### config.mk
export PLATFORM = sky130hd
export DESIGN_NAME = v3a_sqrt
export DESIGN_NICKNAME = d
export VERILOG_FILES = /design/src/rtl/v3a_pkg.sv /design/src/rtl/v3a_sqrt.sv
export SDC_FILE = /design/constraint.sdc
export NUM_CORES = 2
export LEC_CHECK = 0
export BUFFER_PORTS_ARGS = -buffer_cell sky130_fd_sc_hd__buf_2
export CAP_MARGIN = 20
export CORE_MARGIN = 2
export CORE_UTILIZATION = 47
export CTS_CLUSTER_DIAMETER = 150
export DETAILED_ROUTE_END_ITERATION = 6
export SLEW_MARGIN = 20
export SYNTH_ARGS = -nofsm -noshare
export SYNTH_HDL_FRONTEND = slang
export SYNTH_SLANG_ARGS = --single-unit
### constraint.sdc
create_clock -name clk_i -period 8.6 [get_ports clk_i]
set_input_delay 1.72 -clock clk_i [delete_from_list [all_inputs] [get_ports clk_i]]
set_output_delay 1.72 -clock clk_i [all_outputs]
set_load 0.01 [all_outputs]
### src/rtl/v3a_pkg.sv
// Package for the three-component vector ALU: widths, opcodes, payload types
// and saturation helpers. Used by every module of the block; depends on nothing.
package v3a_pkg;

  localparam int WORD_W     = 32;
  localparam int FRAC_W     = 16;
  localparam int TOL_W      = 17;
  localparam int OP_W       = 4;
  localparam int PROD_W     = 2 * WORD_W;
  localparam int DOT_W      = PROD_W + 2;
  localparam int SQRT_STEPS = WORD_W;
  localparam int NUM_W      = WORD_W + FRAC_W;
  localparam int COS_STEPS  = FRAC_W;
  localparam int LAT        = 5 + SQRT_STEPS + NUM_W;

  localparam logic [TOL_W-1:0] TOL_RESET = TOL_W'(7);

  localparam logic [OP_W-1:0] OP_ADD   = 4'd0;
  localparam logic [OP_W-1:0] OP_SUB   = 4'd1;
  localparam logic [OP_W-1:0] OP_NEG   = 4'd2;
  localparam logic [OP_W-1:0] OP_DOT   = 4'd3;
  localparam logic [OP_W-1:0] OP_CROSS = 4'd4;
  localparam logic [OP_W-1:0] OP_SCALE = 4'd5;
  localparam logic [OP_W-1:0] OP_DIV   = 4'd6;
  localparam logic [OP_W-1:0] OP_MAG   = 4'd7;
  localparam logic [OP_W-1:0] OP_NORM  = 4'd8;
  localparam logic [OP_W-1:0] OP_COS   = 4'd9;

  localparam logic signed [WORD_W-1:0] WORD_MAX = {1'b0, {(WORD_W-1){1'b1}}};
  localparam logic signed [WORD_W-1:0] WORD_MIN = {1'b1, {(WORD_W-1){1'b0}}};
  localparam logic [WORD_W-1:0] ONE_Q =
    {{(WORD_W-FRAC_W-1){1'b0}}, 1'b1, {FRAC_W{1'b0}}};

  typedef logic signed [WORD_W-1:0] word_t;

  typedef struct packed {
    logic [OP_W-1:0]         opcode;
    logic signed [WORD_W-1:0] a_x;
    logic signed [WORD_W-1:0] a_y;
    logic signed [WORD_W-1:0] a_z;
    logic signed [WORD_W-1:0] b_x;
    logic signed [WORD_W-1:0] b_y;
    logic signed [WORD_W-1:0] b_z;
    logic signed [WORD_W-1:0] scalar_in;
  } v3a_in_t;

  typedef struct packed {
    logic signed [WORD_W-1:0] r_x;
    logic signed [WORD_W-1:0] r_y;
    logic signed [WORD_W-1:0] r_z;
    logic signed [WORD_W-1:0] scalar_out;
    logic                     error_flag;
  } v3a_out_t;

  typedef struct packed {
    logic [2:0][WORD_W-1:0] r;
    logic [WORD_W-1:0]      sc;
    logic                   err;
  } res_t;

  typedef struct packed {
    logic signed [PROD_W-1:0] pab;
    logic signed [PROD_W-1:0] paa;
    logic signed [PROD_W-1:0] pbb;
    logic signed [PROD_W-1:0] pjk;
    logic signed [PROD_W-1:0] pkj;
    logic signed [PROD_W-1:0] pas;
  } lane_prod_t;

  typedef struct packed {
    logic [OP_W-1:0]        opcode;
    res_t                   early;
    logic [2:0][WORD_W-1:0] a;
    logic [WORD_W-1:0]      s;
    logic                   dneg;
    logic [PROD_W-1:0]      ad;
  } side1_t;

  typedef struct packed {
    logic [OP_W-1:0] opcode;
    res_t            early;
    logic [2:0]      aneg;
    logic [2:0]      azero;
    logic            sneg;
    logic            szero;
    logic            dneg;
    logic            cos_zero;
  } side2_t;

  // Returns {overflow, word} for a wide signed value clamped to the word range.
  function automatic logic [WORD_W:0] sat_word(input logic signed [DOT_W-1:0] x);
    logic [WORD_W:0] r;
    if (x > WORD_MAX) begin
      r = {1'b1, WORD_MAX};
    end else if (x < WORD_MIN) begin
      r = {1'b1, WORD_MIN};
    end else begin
      r = {1'b0, x[WORD_W-1:0]};
    end
    return r;
  endfunction

  // Returns {overflow, word} for a quotient magnitude with a separate sign.
  function automatic logic [WORD_W:0] sat_quo(input logic [NUM_W-1:0] q, input logic neg);
    logic [WORD_W:0] r;
    if (!neg) begin
      if (q > {{(NUM_W-WORD_W){1'b0}}, WORD_MAX}) begin
        r = {1'b1, WORD_MAX};
      end else begin
        r = {1'b0, q[WORD_W-1:0]};
      end
    end else begin
      if (q > {{(NUM_W-WORD_W){1'b0}}, WORD_MIN}) begin
        r = {1'b1, WORD_MIN};
      end else begin
        r = {1'b0, (~q[WORD_W-1:0]) + WORD_W'(1)};
      end
    end
    return r;
  endfunction

endpackage

### src/rtl/v3a_sqrt.sv
// Pipelined integer square root, one result bit per stage.
// Depends on v3a_pkg.
module v3a_sqrt import v3a_pkg::*; (
  input  logic              clk_i,
  input  logic [PROD_W-1:0] rad_i,
  output logic [WORD_W-1:0] root_o
);

  logic [PROD_W-1:0] rem_q [SQRT_STEPS];
  logic [PROD_W-1:0] res_q [SQRT_STEPS];
  logic [PROD_W-1:0] rem_s [SQRT_STEPS];
  logic [PROD_W-1:0] res_s [SQRT_STEPS];
  logic [PROD_W-1:0] rem_d [SQRT_STEPS];
  logic [PROD_W-1:0] res_d [SQRT_STEPS];
  logic [PROD_W:0]   one_s [SQRT_STEPS];
  logic [PROD_W:0]   trial [SQRT_STEPS];

  always_comb begin
    for (int k = 0; k < SQRT_STEPS; k++) begin
      if (k == 0) begin
        rem_s[k] = rad_i;
        res_s[k] = '0;
      end else begin
        rem_s[k] = rem_q[k-1];
        res_s[k] = res_q[k-1];
      end
      one_s[k] = (PROD_W+1)'(1) << (PROD_W - 2 - 2 * k);
      trial[k] = {1'b0, res_s[k]} + one_s[k];
      if ({1'b0, rem_s[k]} >= trial[k]) begin
        rem_d[k] = rem_s[k] - trial[k][PROD_W-1:0];
        res_d[k] = (res_s[k] >> 1) + one_s[k][PROD_W-1:0];
      end else begin
        rem_d[k] = rem_s[k];
        res_d[k] = res_s[k] >> 1;
      end
    end
  end

  always_ff @(posedge clk_i) begin
    for (int k = 0; k < SQRT_STEPS; k++) begin
      rem_q[k] <= rem_d[k];
      res_q[k] <= res_d[k];
    end
  end

  assign root_o = res_q[SQRT_STEPS-1][WORD_W-1:0];

endmodule

Word-level counts from Yosys, hierarchy flattened. Memories as Yosys holds them, arrays and structs flattened. Cells that the tools add are included.

Flip-flop bits (word level): 0. RAM bits: 4096. Input port bits: 65. Output and inout bits: 32. Logic and storage cells: 192. Memories kept: 2.

Add/subtract/negate cells: 94. Magnitude comparators: 32. Muxes and demuxes: 64.

Memory list: rem_q (depth 32, width 64, rd ports 31, clocked after Yosys merged registers in 0, wr ports 32, RTL line v3a_sqrt.sv:9) `logic [PROD_W-1:0] rem_q [SQRT_STEPS];`; res_q (depth 32, width 64, rd ports 32, clocked after Yosys merged registers in 0, wr ports 32, RTL line v3a_sqrt.sv:10) `logic [PROD_W-1:0] res_q [SQRT_STEPS];`.

Operators by type and width (number): $mux 64 (63); $ge 64x65->1 (31); $sub 64x64->64 (31); $add 64x1->65 const B (1); $add 64x11->65 const B (1); $add 64x13->65 const B (1); $add 64x15->65 const B (1); $add 64x17->65 const B (1); $add 64x19->65 const B (1); $add 64x21->65 const B (1); $add 64x23->65 const B (1); $add 64x25->65 const B (1); $add 64x27->65 const B (1); $add 64x29->65 const B (1); $add 64x3->65 const B (1); $add 64x31->65 const B (1); $add 64x33->65 const B (1); $add 64x35->65 const B (1); $add 64x37->65 const B (1); $add 64x39->65 const B (1); $add 64x41->65 const B (1); $add 64x43->65 const B (1); $add 64x45->65 const B (1); $add 64x47->65 const B (1); 44 further kinds (44).

Logic depth before layout (Yosys ltp). An unclocked memory read counts as a cell.

Depth after elaboration: 4. Mapped depth: 16. Mapped depth without buffers: 13.

Worst setup path after synthesis. No wires, ideal clock.

Path kind: reg-to-reg. From: memory res_q[1][712] in the netlist's numbering. To: memory rem_q[1][814] in the netlist's numbering. Library setup time: 129 ps. Arrival time: 3441 ps. Data required time: 8471 ps. Path slack: 5030 ps. Stages on the path, launching flop included: 14. Buffers on the path: 1. Clock period less this slack: 3570 ps. Cell sequence: dfxtp_1 inv_1 ha_1 nor2b_1 o311a_1 a31oi_1 o31ai_1 o41ai_2 o21ai_0 o2111a_1 or4_1 clkbuf_1 o41ai_1 o21ai_1.

RTL lines (RTL line): from (decl) (v3a_sqrt.sv:10); to (decl) (v3a_sqrt.sv:9).

==> impl_metrics.env <==
export IMPL_tns_ns=0
export IMPL_area_delta_synth_final_pct=13.13
export IMPL_syn_area_um2=95070
export IMPL_p_per_area_nw_per_um2=351.6
export IMPL_critPathArrivalTime_ns=5.70
export IMPL_fp_row_count=165
export IMPL_track_usage=0.2361
export IMPL_r2r_cells=12
export IMPL_cp_common_cell="or4_4"
export IMPL_die_width_um=453.8
export IMPL_yosysTopAreaCell="dfxtp_1"
export IMPL_skew_ns=0.09905
export IMPL_nets=10340
export IMPL_reg2reg_to="rem_q[1][938]$_DFF_P_"
export IMPL_worstPathMaxFanout=42
export IMPL_clock_path_buffers=4
export IMPL_async_flop_share=0
export IMPL_fillCellCount=17960
export IMPL_die_area_um2=205900
export IMPL_drt_iter0_drc=4181
export IMPL_yosys_top_cells_count="dfxtp_1, inv_1, nor2_1, a21oi_1, nand2_1"
export IMPL_met1_length_um=113000
export IMPL_post_cts_setup_buffer_count=0
export IMPL_endpoint_kind="flip-flop"
export IMPL_grt_pass1_vias=67230
export IMPL_peakVddDrop_mv=0.2325
export IMPL_hold_path_startpoint="res_q[0][870]$_DFF_P_"
export IMPL_max_stage_delay_ns=0.82
export IMPL_synth_warnings=0
export IMPL_outcome="finished clean"
export IMPL_hold_depth=0
export IMPL_synth_flop_cell="dfxtp_1"
export IMPL_antenna_left=0
export IMPL_worstPathRequired_ns=9.38
export IMPL_synth_top_area_frac=0.5289
export IMPL_die_h_um=453.8
export IMPL_path_clk_slew_ns=0.06
export IMPL_cts_tree="built"
export IMPL_worst_r2r_startpoint="rem_q[1][874]$_DFF_P_"
export IMPL_min_to="res_q[0][933]$_DFF_P_"
export IMPL_worstSkewPairLatency_ns=0.94
export IMPL_synth_cell_type_count=95
export IMPL_finalCritPeriodShare=0.5722
export IMPL_cts_resized_gates=0
export IMPL_grt_setup_unrepaired="false"
export IMPL_maxSlewHeadroom=0.2459
export IMPL_p_leak_nw=49.53
export IMPL_ys_seq_area_frac=0.5289
export IMPL_finalSetupViolations=0
export IMPL_drv_slew=0
export IMPL_cts_buffers=277
export IMPL_start_util=0.4714
export IMPL_clock_root_buffer="clkbuf_16"
export IMPL_startpoint_type="flip-flop"
export IMPL_grt_pass1_wl_um=382500
export IMPL_min_path_type="flip-flop to flip-flop"
export IMPL_dr_max_layer_used="met4"
export IMPL_cp_slowest_cell="a31oi_4"
export IMPL_layout_drive_gt1_share=0.07637
export IMPL_gp_congestion=0.9017
export IMPL_synth_most_common_cell="dfxtp_1"
export IMPL_hold_viol=0
export IMPL_tightest_slew_ns=1.121
export IMPL_drt_pre_antenna_iters=6
export IMPL_synth_nets=10140
export IMPL_netlist_instances=9514
export IMPL_drv_cap=0
export IMPL_finalWorstPathRequiredPeriod_ns=4.921
export IMPL_fp_coreArea_um2=201700
export IMPL_utilization=0.5333
export IMPL_place_hpwl_um=195000
export IMPL_rrSetupSlack_ns=3.68
export IMPL_synthTopCellsByArea="dfxtp_1, ha_1, xor2_1, xnor2_1, a21oi_1"
export IMPL_grt_start_max_net_pins=64
export IMPL_cts_sinks=2512
export IMPL_fmax_mhz=203.2
export IMPL_wl_met3_um=10680
export IMPL_detail_route_wl_per_cell_um=19.69
export IMPL_drc_errors=0
export IMPL_synth_seq_cells=2512
export IMPL_dr_total_vias=67850
export IMPL_io_buffers=96
export IMPL_syn_avg_cell_area_um2=9.993
export IMPL_met2_length_um=118700
export IMPL_ctsHoldBuffers=0
export IMPL_ios=97
export IMPL_h_tree_depth=5
export IMPL_wl_um=247900
export IMPL_routed_via_density=5.391
export IMPL_antenna_found_initial=12
export IMPL_crit_chain="or4_4 > or4_4 > or3_1 > or4_1 > nor2_1 > o211ai_1 > a31oi_4 > buf_4 > inv_4 > nand4b_2 > nor3_1 > xor2_1"
export IMPL_critPathKind="flip-flop to flip-flop"
export IMPL_synth_edf_count=0
export IMPL_grt_overflow=0
[per-layer routing]
| metal | global-route usage | vias to the layer above |
|---|---|---|
| li1 | - | 33590 |
| met1 | 0.3103 | 32450 |
| met2 | 0.4063 | 1461 |
| met3 | 0.03282 | 348 |
| met4 | 0.06094 | 0 |
| met5 | 0 | - |
[where the power goes]
| group | switching, mW | internal [mW] | total [mW] |
|---|---|---|---|
| logic | 5.25 | 3.99 | 9.24 |
| registers | 2.50 | 14.3 | 16.8 |
| clock network | 4.57 | 7.20 | 11.8 |
| total | 12.3 | 25.5 | 37.8 |
[final cells by class]
class                           instances  area, um^2  area share
Timing Repair Buffer                  125       706.9    0.006573
Clock inverter                         98        1207     0.01123
Sequential cell                      2512       50290      0.4675
Tap cell                             2672        3343     0.03108
Multi-Input combinational cell       6111       41470      0.3856
Clock buffer                          376        7940     0.07382
Antenna cell                            3       7.507  0.00006980
Inverter                              690        2592     0.02410
[layout by cell type, fill, tap and decap left out, types with 152 or more instances in the layout]
cell type / count
a21o_1: 274
a21oi_1: 600
clkbuf_16: 282
dfxtp_1: 2512
ha_1: 558
inv_1: 686
nand2_1: 570
nand4_1: 152
nor2_1: 606
nor3_1: 273
nor4_1: 344
o21ai_0: 433
xnor2_1: 436
xor2_1: 438
[how the worst max path moves through the flow]
stage | start | endpoint | slack, ns | depth (start not counted)
after global placement | rem_q[1][875]$_DFF_P_ | rem_q[1][948]$_DFF_P_ | 3.71 | 12
final | rem_q[1][874]$_DFF_P_ | rem_q[1][938]$_DFF_P_ | 3.68 | 12
after detailed placement | rem_q[1][875]$_DFF_P_ | rem_q[1][938]$_DFF_P_ | 3.68 | 12
after global routing | rem_q[1][875]$_DFF_P_ | rem_q[1][938]$_DFF_P_ | 3.29 | 12
after floorplan | res_q[1][712]$_DFF_P_ | rem_q[1][814]$_DFF_P_ | 5.03 | 13
after CTS | rem_q[1][875]$_DFF_P_ | rem_q[1][938]$_DFF_P_ | 3.68 | 12
[per-stage QoR]
step	worst slack [ns]	area, um^2	hold slack (ns)	power, mW	instances
global placement	3.708	98360	0.3288	26.04	12110
global route	3.290	107600	0.2778	39.82	12590
CTS	3.683	107500	0.2814	38.04	12580
finish	3.679	107600	0.2818	37.82	12590
detailed placement	3.683	98380	0.3316	26.15	12110
floorplan	5.030	95070	0.3224	22.90	9514
[registers in the layout, summed over array words and instances (netlist names)]
register	flops
rem_q	1984
res_q	528
[worst max-delay path, delay by kind of cell, from the launching register on]
kind | cells | cell delay, ns
flops | 1 | 0.34
simple gates | 7 | 2.78
xor+xnor | 1 | 0.16
buf+inv | 2 | 0.54
compound gates | 2 | 0.98
[cells by family after synthesis]
family / synth area share
AND/OR/NAND/NOR: 0.1521
flip-flops: 0.5289
AO/OA/AOI/OAI: 0.1171
buffers and inverters: 0.03574
XOR/XNOR: 0.08051
adder cells (fa/ha/maj): 0.07343
multiplexers: 0.01211
(Power assumes the default switching activity.)
